==> src/sv/swarq_pkg.sv <==
// shared types, codes and constants of the stop-and-wait arq controller
package swarq_pkg;

  localparam int SEQ_W       = 3;
  localparam int TICK_W      = 16;
  localparam int ELAPSED_W   = 17;
  localparam int CFG_IDX_W   = 1;
  localparam int CMDQ_DEPTH  = 4;

  localparam logic [ELAPSED_W-1:0] ELAPSED_MAX      = '1;
  localparam logic [TICK_W-1:0]    RETX_TICKS_RESET = 16'd1000;
  localparam logic [TICK_W-1:0]    RETRY_DLY_RESET  = 16'd100;

  // event kinds of an incoming request
  typedef enum logic [1:0] {
    KIND_DATA = 2'd0,
    KIND_ACK  = 2'd1,
    KIND_SEND = 2'd2,
    KIND_TICK = 2'd3
  } kind_t;

  // result actions
  typedef enum logic [2:0] {
    ACT_ACK        = 3'd0,
    ACT_DELIVER    = 3'd1,
    ACT_TRANSMIT   = 3'd2,
    ACT_RETRANSMIT = 3'd3,
    ACT_RETRY      = 3'd4,
    ACT_DONE       = 3'd5
  } action_t;

  // configuration register indexes
  typedef enum logic [CFG_IDX_W-1:0] {
    REG_RETX_TICKS  = 1'd0,
    REG_RETRY_DELAY = 1'd1
  } reg_idx_t;

  // one classified event: first result, plus an ack with the same seq when pair is set
  typedef struct packed {
    action_t           action;
    logic [SEQ_W-1:0]  seq;
    logic [TICK_W-1:0] delay;
    logic              pair;
  } cmd_t;

endpackage

==> src/sv/stop_wait_arq_controller.sv <==
// top level of the stop-and-wait arq controller with modulo-8 sequence numbers
//
//  channel   handshake              payload
//  event     push / full            kind, frame_seq
//  result    empty / pop            action, seq, delay, last
//  config    cfg_valid / cfg_ready  cfg_index, cfg_data
//
// a request is classified when accepted, one per cycle while full is low; its first result
// is registered in the command queue, a four-entry buffer for bursts, then in the output
// register; results leave one per cycle while popped, a delivery yielding deliver and ack
// rst is synchronous; after it the queue and the output register are empty and full is low
// full rises only while the command queue is full; a stalled pop holds the result
// cfg_ready is always high
module stop_wait_arq_controller #(
  parameter int QUEUE_DEPTH = swarq_pkg::CMDQ_DEPTH
) (
  input  logic                            clk,
  input  logic                            rst,
  input  logic                            push,
  output logic                            full,
  input  logic [1:0]                      kind,
  input  logic [swarq_pkg::SEQ_W-1:0]     frame_seq,
  output logic                            empty,
  input  logic                            pop,
  output logic [2:0]                      action,
  output logic [swarq_pkg::SEQ_W-1:0]     seq,
  output logic [swarq_pkg::TICK_W-1:0]    delay,
  output logic                            last,
  input  logic                            cfg_valid,
  output logic                            cfg_ready,
  input  logic [swarq_pkg::CFG_IDX_W-1:0] cfg_index,
  input  logic [swarq_pkg::TICK_W-1:0]    cfg_data
);
  import swarq_pkg::*;

  logic q_full;
  logic enq;
  cmd_t enq_cmd;
  logic deq;
  logic q_valid;
  cmd_t deq_cmd;

  assign cfg_ready = 1'b1;
  assign full      = q_full;

  // event classification and arq state
  swarq_front u_front (
    .clk       (clk),
    .rst       (rst),
    .push      (push),
    .kind      (kind),
    .frame_seq (frame_seq),
    .cfg_valid (cfg_valid),
    .cfg_index (cfg_index),
    .cfg_data  (cfg_data),
    .q_full    (q_full),
    .enq       (enq),
    .enq_cmd   (enq_cmd)
  );

  // command queue
  swarq_cmdq #(
    .DEPTH (QUEUE_DEPTH)
  ) u_cmdq (
    .clk     (clk),
    .rst     (rst),
    .enq     (enq),
    .enq_cmd (enq_cmd),
    .full    (q_full),
    .deq     (deq),
    .q_valid (q_valid),
    .deq_cmd (deq_cmd)
  );

  // result sequencer
  swarq_back u_back (
    .clk     (clk),
    .rst     (rst),
    .q_valid (q_valid),
    .deq_cmd (deq_cmd),
    .deq     (deq),
    .pop     (pop),
    .empty   (empty),
    .action  (action),
    .seq     (seq),
    .delay   (delay),
    .last    (last)
  );

endmodule

==> src/sv/swarq_front.sv <==
// front end: accepts events, keeps the arq state and classifies each event into a command
module swarq_front (
  input  logic                           clk,
  input  logic                           rst,
  input  logic                           push,
  input  logic [1:0]                     kind,
  input  logic [swarq_pkg::SEQ_W-1:0]    frame_seq,
  input  logic                           cfg_valid,
  input  logic [swarq_pkg::CFG_IDX_W-1:0] cfg_index,
  input  logic [swarq_pkg::TICK_W-1:0]   cfg_data,
  input  logic                           q_full,
  output logic                           enq,
  output swarq_pkg::cmd_t                enq_cmd
);
  import swarq_pkg::*;

  logic [TICK_W-1:0]    retx_ticks;
  logic [TICK_W-1:0]    retry_dly;
  logic [SEQ_W-1:0]     exp_rx_seq, exp_rx_seq_next;
  logic [SEQ_W-1:0]     tx_seq, tx_seq_next;
  logic                 busy, busy_next;
  logic [ELAPSED_W-1:0] elapsed, elapsed_next;
  logic [ELAPSED_W-1:0] elapsed_inc;
  logic [SEQ_W-1:0]     prev_rx_seq;
  logic                 accept;
  logic                 has_result;
  cmd_t                 cmd;

  assign accept      = push && !q_full;
  assign prev_rx_seq = exp_rx_seq - SEQ_W'(1);
  assign elapsed_inc = (elapsed == ELAPSED_MAX) ? elapsed : elapsed + ELAPSED_W'(1);

  // configuration registers
  always_ff @(posedge clk) begin
    if (rst) begin
      retx_ticks <= RETX_TICKS_RESET;
      retry_dly  <= RETRY_DLY_RESET;
    end else if (cfg_valid) begin
      case (reg_idx_t'(cfg_index))
        REG_RETX_TICKS:  retx_ticks <= cfg_data;
        REG_RETRY_DELAY: retry_dly  <= cfg_data;
        default: ;
      endcase
    end
  end

  // classify the event and work out the next state
  always_comb begin
    exp_rx_seq_next = exp_rx_seq;
    tx_seq_next     = tx_seq;
    busy_next       = busy;
    elapsed_next    = elapsed;
    has_result      = 1'b0;
    cmd.action      = ACT_ACK;
    cmd.seq         = frame_seq;
    cmd.delay       = '0;
    cmd.pair        = 1'b0;
    case (kind_t'(kind))
      KIND_DATA: begin
        if (frame_seq == exp_rx_seq) begin
          has_result      = 1'b1;
          cmd.action      = ACT_DELIVER;
          cmd.pair        = 1'b1;
          exp_rx_seq_next = exp_rx_seq + SEQ_W'(1);
        end else if (frame_seq == prev_rx_seq) begin
          has_result = 1'b1;
        end
      end
      KIND_ACK: begin
        if (frame_seq == tx_seq) begin
          has_result  = 1'b1;
          cmd.action  = ACT_DONE;
          cmd.seq     = tx_seq;
          busy_next   = 1'b0;
          tx_seq_next = tx_seq + SEQ_W'(1);
        end
      end
      KIND_SEND: begin
        has_result = 1'b1;
        if (busy) begin
          cmd.action = ACT_RETRY;
          cmd.seq    = '0;
          cmd.delay  = retry_dly;
        end else begin
          cmd.action   = ACT_TRANSMIT;
          cmd.seq      = tx_seq;
          busy_next    = 1'b1;
          elapsed_next = '0;
        end
      end
      KIND_TICK: begin
        if (busy) begin
          if (elapsed_inc > {1'b0, retx_ticks}) begin
            has_result   = 1'b1;
            cmd.action   = ACT_RETRANSMIT;
            cmd.seq      = tx_seq;
            elapsed_next = '0;
          end else begin
            elapsed_next = elapsed_inc;
          end
        end
      end
      default: ;
    endcase
  end

  // arq state
  always_ff @(posedge clk) begin
    if (rst) begin
      exp_rx_seq <= '0;
      tx_seq     <= '0;
      busy       <= 1'b0;
      elapsed    <= '0;
    end else if (accept) begin
      exp_rx_seq <= exp_rx_seq_next;
      tx_seq     <= tx_seq_next;
      busy       <= busy_next;
      elapsed    <= elapsed_next;
    end
  end

  assign enq     = accept && has_result;
  assign enq_cmd = cmd;

endmodule

==> src/sv/swarq_cmdq.sv <==
// short command queue between the front end and the result sequencer
module swarq_cmdq #(
  parameter int DEPTH = swarq_pkg::CMDQ_DEPTH
) (
  input  logic            clk,
  input  logic            rst,
  input  logic            enq,
  input  swarq_pkg::cmd_t enq_cmd,
  output logic            full,
  input  logic            deq,
  output logic            q_valid,
  output swarq_pkg::cmd_t deq_cmd
);
  import swarq_pkg::*;

  localparam int AW = $clog2(DEPTH);
  localparam int CW = $clog2(DEPTH + 1);
  localparam logic [AW-1:0] LAST_PTR = AW'(DEPTH - 1);

  cmd_t          slots [DEPTH];
  logic [AW-1:0] wr_ptr;
  logic [AW-1:0] rd_ptr;
  logic [CW-1:0] count;
  logic          do_enq;
  logic          do_deq;

  assign full    = (count == CW'(DEPTH));
  assign q_valid = (count != '0);
  assign do_enq  = enq && !full;
  assign do_deq  = deq && q_valid;
  assign deq_cmd = slots[rd_ptr];

  // storage
  always_ff @(posedge clk) begin
    if (do_enq) begin
      slots[wr_ptr] <= enq_cmd;
    end
  end

  // pointers and fill count
  always_ff @(posedge clk) begin
    if (rst) begin
      wr_ptr <= '0;
      rd_ptr <= '0;
      count  <= '0;
    end else begin
      if (do_enq) begin
        wr_ptr <= (wr_ptr == LAST_PTR) ? '0 : wr_ptr + AW'(1);
      end
      if (do_deq) begin
        rd_ptr <= (rd_ptr == LAST_PTR) ? '0 : rd_ptr + AW'(1);
      end
      if (do_enq && !do_deq) begin
        count <= count + CW'(1);
      end else if (!do_enq && do_deq) begin
        count <= count - CW'(1);
      end
    end
  end

endmodule

==> src/sv/swarq_back.sv <==
// back end: expands commands into results and holds the oldest result in an output register
module swarq_back (
  input  logic                        clk,
  input  logic                        rst,
  input  logic                        q_valid,
  input  swarq_pkg::cmd_t             deq_cmd,
  output logic                        deq,
  input  logic                        pop,
  output logic                        empty,
  output logic [2:0]                  action,
  output logic [swarq_pkg::SEQ_W-1:0] seq,
  output logic [swarq_pkg::TICK_W-1:0] delay,
  output logic                        last
);
  import swarq_pkg::*;

  logic             out_valid;
  logic             pending;
  logic [SEQ_W-1:0] pend_seq;
  logic             load;

  // the output register takes a new result when empty or being popped
  assign load  = !out_valid || pop;
  assign deq   = load && !pending && q_valid;
  assign empty = !out_valid;

  // control: output valid and the pending second result
  always_ff @(posedge clk) begin
    if (rst) begin
      out_valid <= 1'b0;
      pending   <= 1'b0;
    end else if (load) begin
      if (pending) begin
        out_valid <= 1'b1;
        pending   <= 1'b0;
      end else if (q_valid) begin
        out_valid <= 1'b1;
        pending   <= deq_cmd.pair;
      end else begin
        out_valid <= 1'b0;
      end
    end
  end

  // result payload
  always_ff @(posedge clk) begin
    if (load) begin
      if (pending) begin
        action <= ACT_ACK;
        seq    <= pend_seq;
        delay  <= '0;
        last   <= 1'b1;
      end else if (q_valid) begin
        action   <= deq_cmd.action;
        seq      <= deq_cmd.seq;
        delay    <= deq_cmd.delay;
        last     <= !deq_cmd.pair;
        pend_seq <= deq_cmd.seq;
      end
    end
  end

endmodule

==> config.mk <==
export PLATFORM = sky130hd
export DESIGN_NAME = stop_wait_arq_controller
export DESIGN_NICKNAME = d
export VERILOG_FILES = /design/src/sv/swarq_pkg.sv /design/src/sv/stop_wait_arq_controller.sv /design/src/sv/swarq_front.sv /design/src/sv/swarq_cmdq.sv /design/src/sv/swarq_back.sv
export SDC_FILE = /design/constraint.sdc
export NUM_CORES = 1
export LEC_CHECK = 0
export ABC_AREA = 1
export BUFFER_PORTS_ARGS = -buffer_cell sky130_fd_sc_hd__clkbuf_2
export CAP_MARGIN = 15
export CORE_MARGIN = 4
export CORE_UTILIZATION = 50
export DETAILED_ROUTE_END_ITERATION = 8
export GPL_ROUTABILITY_DRIVEN = 0
export PLACE_DENSITY = 0.65
export SLEW_MARGIN = 20
export SYNTH_ARGS = -nofsm -noshare
export SYNTH_HDL_FRONTEND = slang
export SYNTH_SLANG_ARGS = --single-unit
export TNS_END_PERCENT = 50
==> constraint.sdc <==
create_clock -name clk -period 4.6 [get_ports clk]
set_input_delay 0.46 -clock clk [delete_from_list [all_inputs] [get_ports clk]]
set_output_delay 0.46 -clock clk [all_outputs]
set_load 0.03 [all_outputs]
==> out/summary.txt <==
FILL cells: 1398
Flop pwr share: 0.449
Max-Slew Margin vs Limit: 0.395
Clk_skew: 0.0104 ns
Flop2flop setup slack: 0.47 ns
Max IR drop VDD: 258 uV
Slowest cell on the critical path: fa_1
Comb power frac: 0.249
First-pass GRT wire length: 26200 um
Synth area leaders: edfxtp_1 (44%), dfxtp_1 (16%), nor2_1 (6.3%), nand2_1 (5.9%), a21oi_1 (5.0%)
Met1 WL: 7370 um
Int Power: 3.24 mW
Sw Ratio: 0.320
HPWL after DPL: 11000 um
Post-Syn Nets: 901
Vias in the first global route: 5211
CP Data Required Time: 4.91 ns
Drt pass-1 iters: 6
Die width: 136 um
Final Max Slew Viols: 0
Period utilization: 0.897
Post-synthesis sequential area ratio: 0.601
Starting Density: 0.512
Clock sink total: 185
Inserted Clock Buffers: 17
Status: complete, no violations
Core area: 15900 um2
Top Layer Used: met4
Synth Instances: 847
Core Util, Final: 0.579
EDFF count, synth: 118
PwrDens: 518 nW/um2
Root Buffer: clkbuf_16
Crit start category: register
Worst Setup End Kind: register
Share of cells above drive strength 1: 0.121
Max cap viols: 0
Yosys warning count: 0
Final setup vio count: 0
CTS tree: yes
DR WL met3: 712 um
Total number of vias: 5700
Yosys top cell by area: edfxtp_1
Largest net degree at the start of global routing: 48
Top Ports: 53
#FFs+latches synth: 185
WP data arrival: 4.43 ns
Total grt overflow: 0
Routed wl met2: 7910 um
Area Growth Syn to Fin: 13.0%
CTS clk-pin slew, worst paths: 0.06 ns
Max Buffers Root-to-Sink: 2
Hold Path Class: in2reg
Initial antenna violation count: 0
H-tree depth: 4
Critical path peak fanout: 5
Synth top area share: 0.436
Layout Nets: 950
Cell variety after synth: 39
Setup TNS: 0 ns
DRT iter0 DRCs: 559
Gr usage total: 0.185
CP max stage delay: 0.38 ns
Commonest non-fill, non-tap cells in the layout: nor2_1 (131), nand2_1 (128), edfxtp_1 (118)
Total die area: 18400 um2
DR WL/cell: 14.4 um
Worst-Skew Late Latency: 0.43 ns
Via-to-Cell Ratio: 5.07
Worst-margin pin slew: 0.904 ns
Cell Area, Synth: 8130 um2
Overall die height: 136 um
Delay-heaviest family, CP: simple AND/OR/NAND/NOR gates
Site Rows: 46
Most frequent CP cell: inv_1
Commonest non-fill, non-tap cell in the layout: nor2_1
Fmax: 0.242 GHz
Tmin final: 4.13 ns
Buf/Inv on CP: 4
Post-synth top flop: edfxtp_1
# port buffers: 51
P_leak: 3.58 nW
Final Hold Vio Count: 0
Antenna cells: 0
Avg Inst Size Synth: 9.60 um2
CP Class: reg2reg
DRC viols: 0
Synth async-reset ratio: 0
Unrepaired setup endpoints after global routing: no
Switching pwr: 1.52 mW
Post-DRT Antenna Nets: 0
Clock share of power: 0.302
Post-Route WL: 16200 um
[cell families after synthesis]
| family | share of synthesized area |
|---|---|
| AOI/OAI and AO/OA | 0.121 |
| xor gates and xnor gates | 0.0194 |
| adders and majority gates | 0.0425 |
| buffers and inverters | 0.0597 |
| DFF | 0.601 |
| other | 0.000461 |
| and+or+nand+nor | 0.156 |
[per-stage QoR]
step	area, um2	setup slack [ns]	power (mW)	hold slack [ns]	instances
floorplan	8130	0.636	3.03	0.430	847
global placement	8610	0.585	3.35	0.442	1093
detailed placement	8610	0.500	3.37	0.448	1093
CTS	9190	0.478	4.81	0.259	1124
global route	9190	0.0285	5.02	0.270	1124
finish	9190	0.474	4.76	0.275	1124
[tightest hold or removal path: stages]
cell and delay [ns]:
clkbuf_2 0.09, nand2_1 0.05, o211ai_1 0.07
[flip-flops by register name (all words and copies together) (netlist names), named ones only]
| signal | cells |
|---|---|
| u_back.seq | 3 |
| u_back.pend_seq | 3 |
| u_back.pending | 1 |
| u_cmdq.slots | 92 |
| u_front.retx_ticks | 16 |
| u_back.action | 3 |
| u_back.last | 1 |
| u_cmdq.count | 3 |
| u_front.busy | 1 |
| u_front.tx_seq | 3 |
| u_front.elapsed | 17 |
| u_back.out_valid | 1 |
| u_cmdq.wr_ptr | 2 |
| u_front.retry_dly | 16 |
| u_front.exp_rx_seq | 3 |
| u_cmdq.rd_ptr | 2 |
| u_back.delay | 16 |
[worst paths after layout]
check	depth (start not counted)	startpoint	endpoint
worst max-delay path	28	u_front.elapsed[0]	u_cmdq.count[2]
worst min-delay path	3	cfg_data[7]	u_front.retx_ticks[7]
worst max register to register	28	u_front.elapsed[0]	u_cmdq.count[2]
worst min register to register	2	u_front.retry_dly[9]	u_front.retry_dly[9]
[Yosys cell counts, types with 5 or more instances]
cell      count
a21oi_1      81
clkbuf_1     25
dfxtp_1      67
edfxtp_1    118
ha_1         26
inv_1        91
nand2_1     128
nand3_1      15
nand4_1       5
nor2_1      136
nor3_1        6
o211ai_1      9
o21ai_0      81
o22ai_1       6
xnor2_1       9
xor2_1        9
[routing by layer]
metal / up-vias / GRT usage
li1: 2931 / -
met1: 2643 / 0.248
met2: 109 / 0.306
met3: 17 / 0.0349
met4: 0 / 0.0599
met5: - / 0
[layout make-up]
| type | count | area [um2] | share of cell area |
|---|---|---|---|
| sequential | 185 | 4880 | 0.532 |
| tap | 216 | 270 | 0.0294 |
| clock inverter | 12 | 148 | 0.0161 |
| clock buffer | 19 | 433 | 0.0471 |
| inverter | 93 | 349 | 0.0380 |
| multi-input combinational | 538 | 2780 | 0.302 |
| timing repair buffer | 61 | 330 | 0.0359 |
[power by group through the flow]
stage          combinational (mW)  sequential (mW)  clock [mW]
5_1_grt                      1.33             2.16        1.54
3_3_place_gp                 1.18             2.17           0
6_report                     1.18             2.14        1.44
4_1_cts                      1.20             2.14        1.47
2_1_floorplan               0.644             2.39           0
3_5_place_dp                 1.20             2.17           0
[what timing repair did]
action | CTS | global route
resized for setup | 0 | 1
buffers inserted | 0 | 0
setup endpoints to repair | 0 | 1
hold buffers | 0 | 0
No activity file was read; power rests on OpenSTA's default activity.
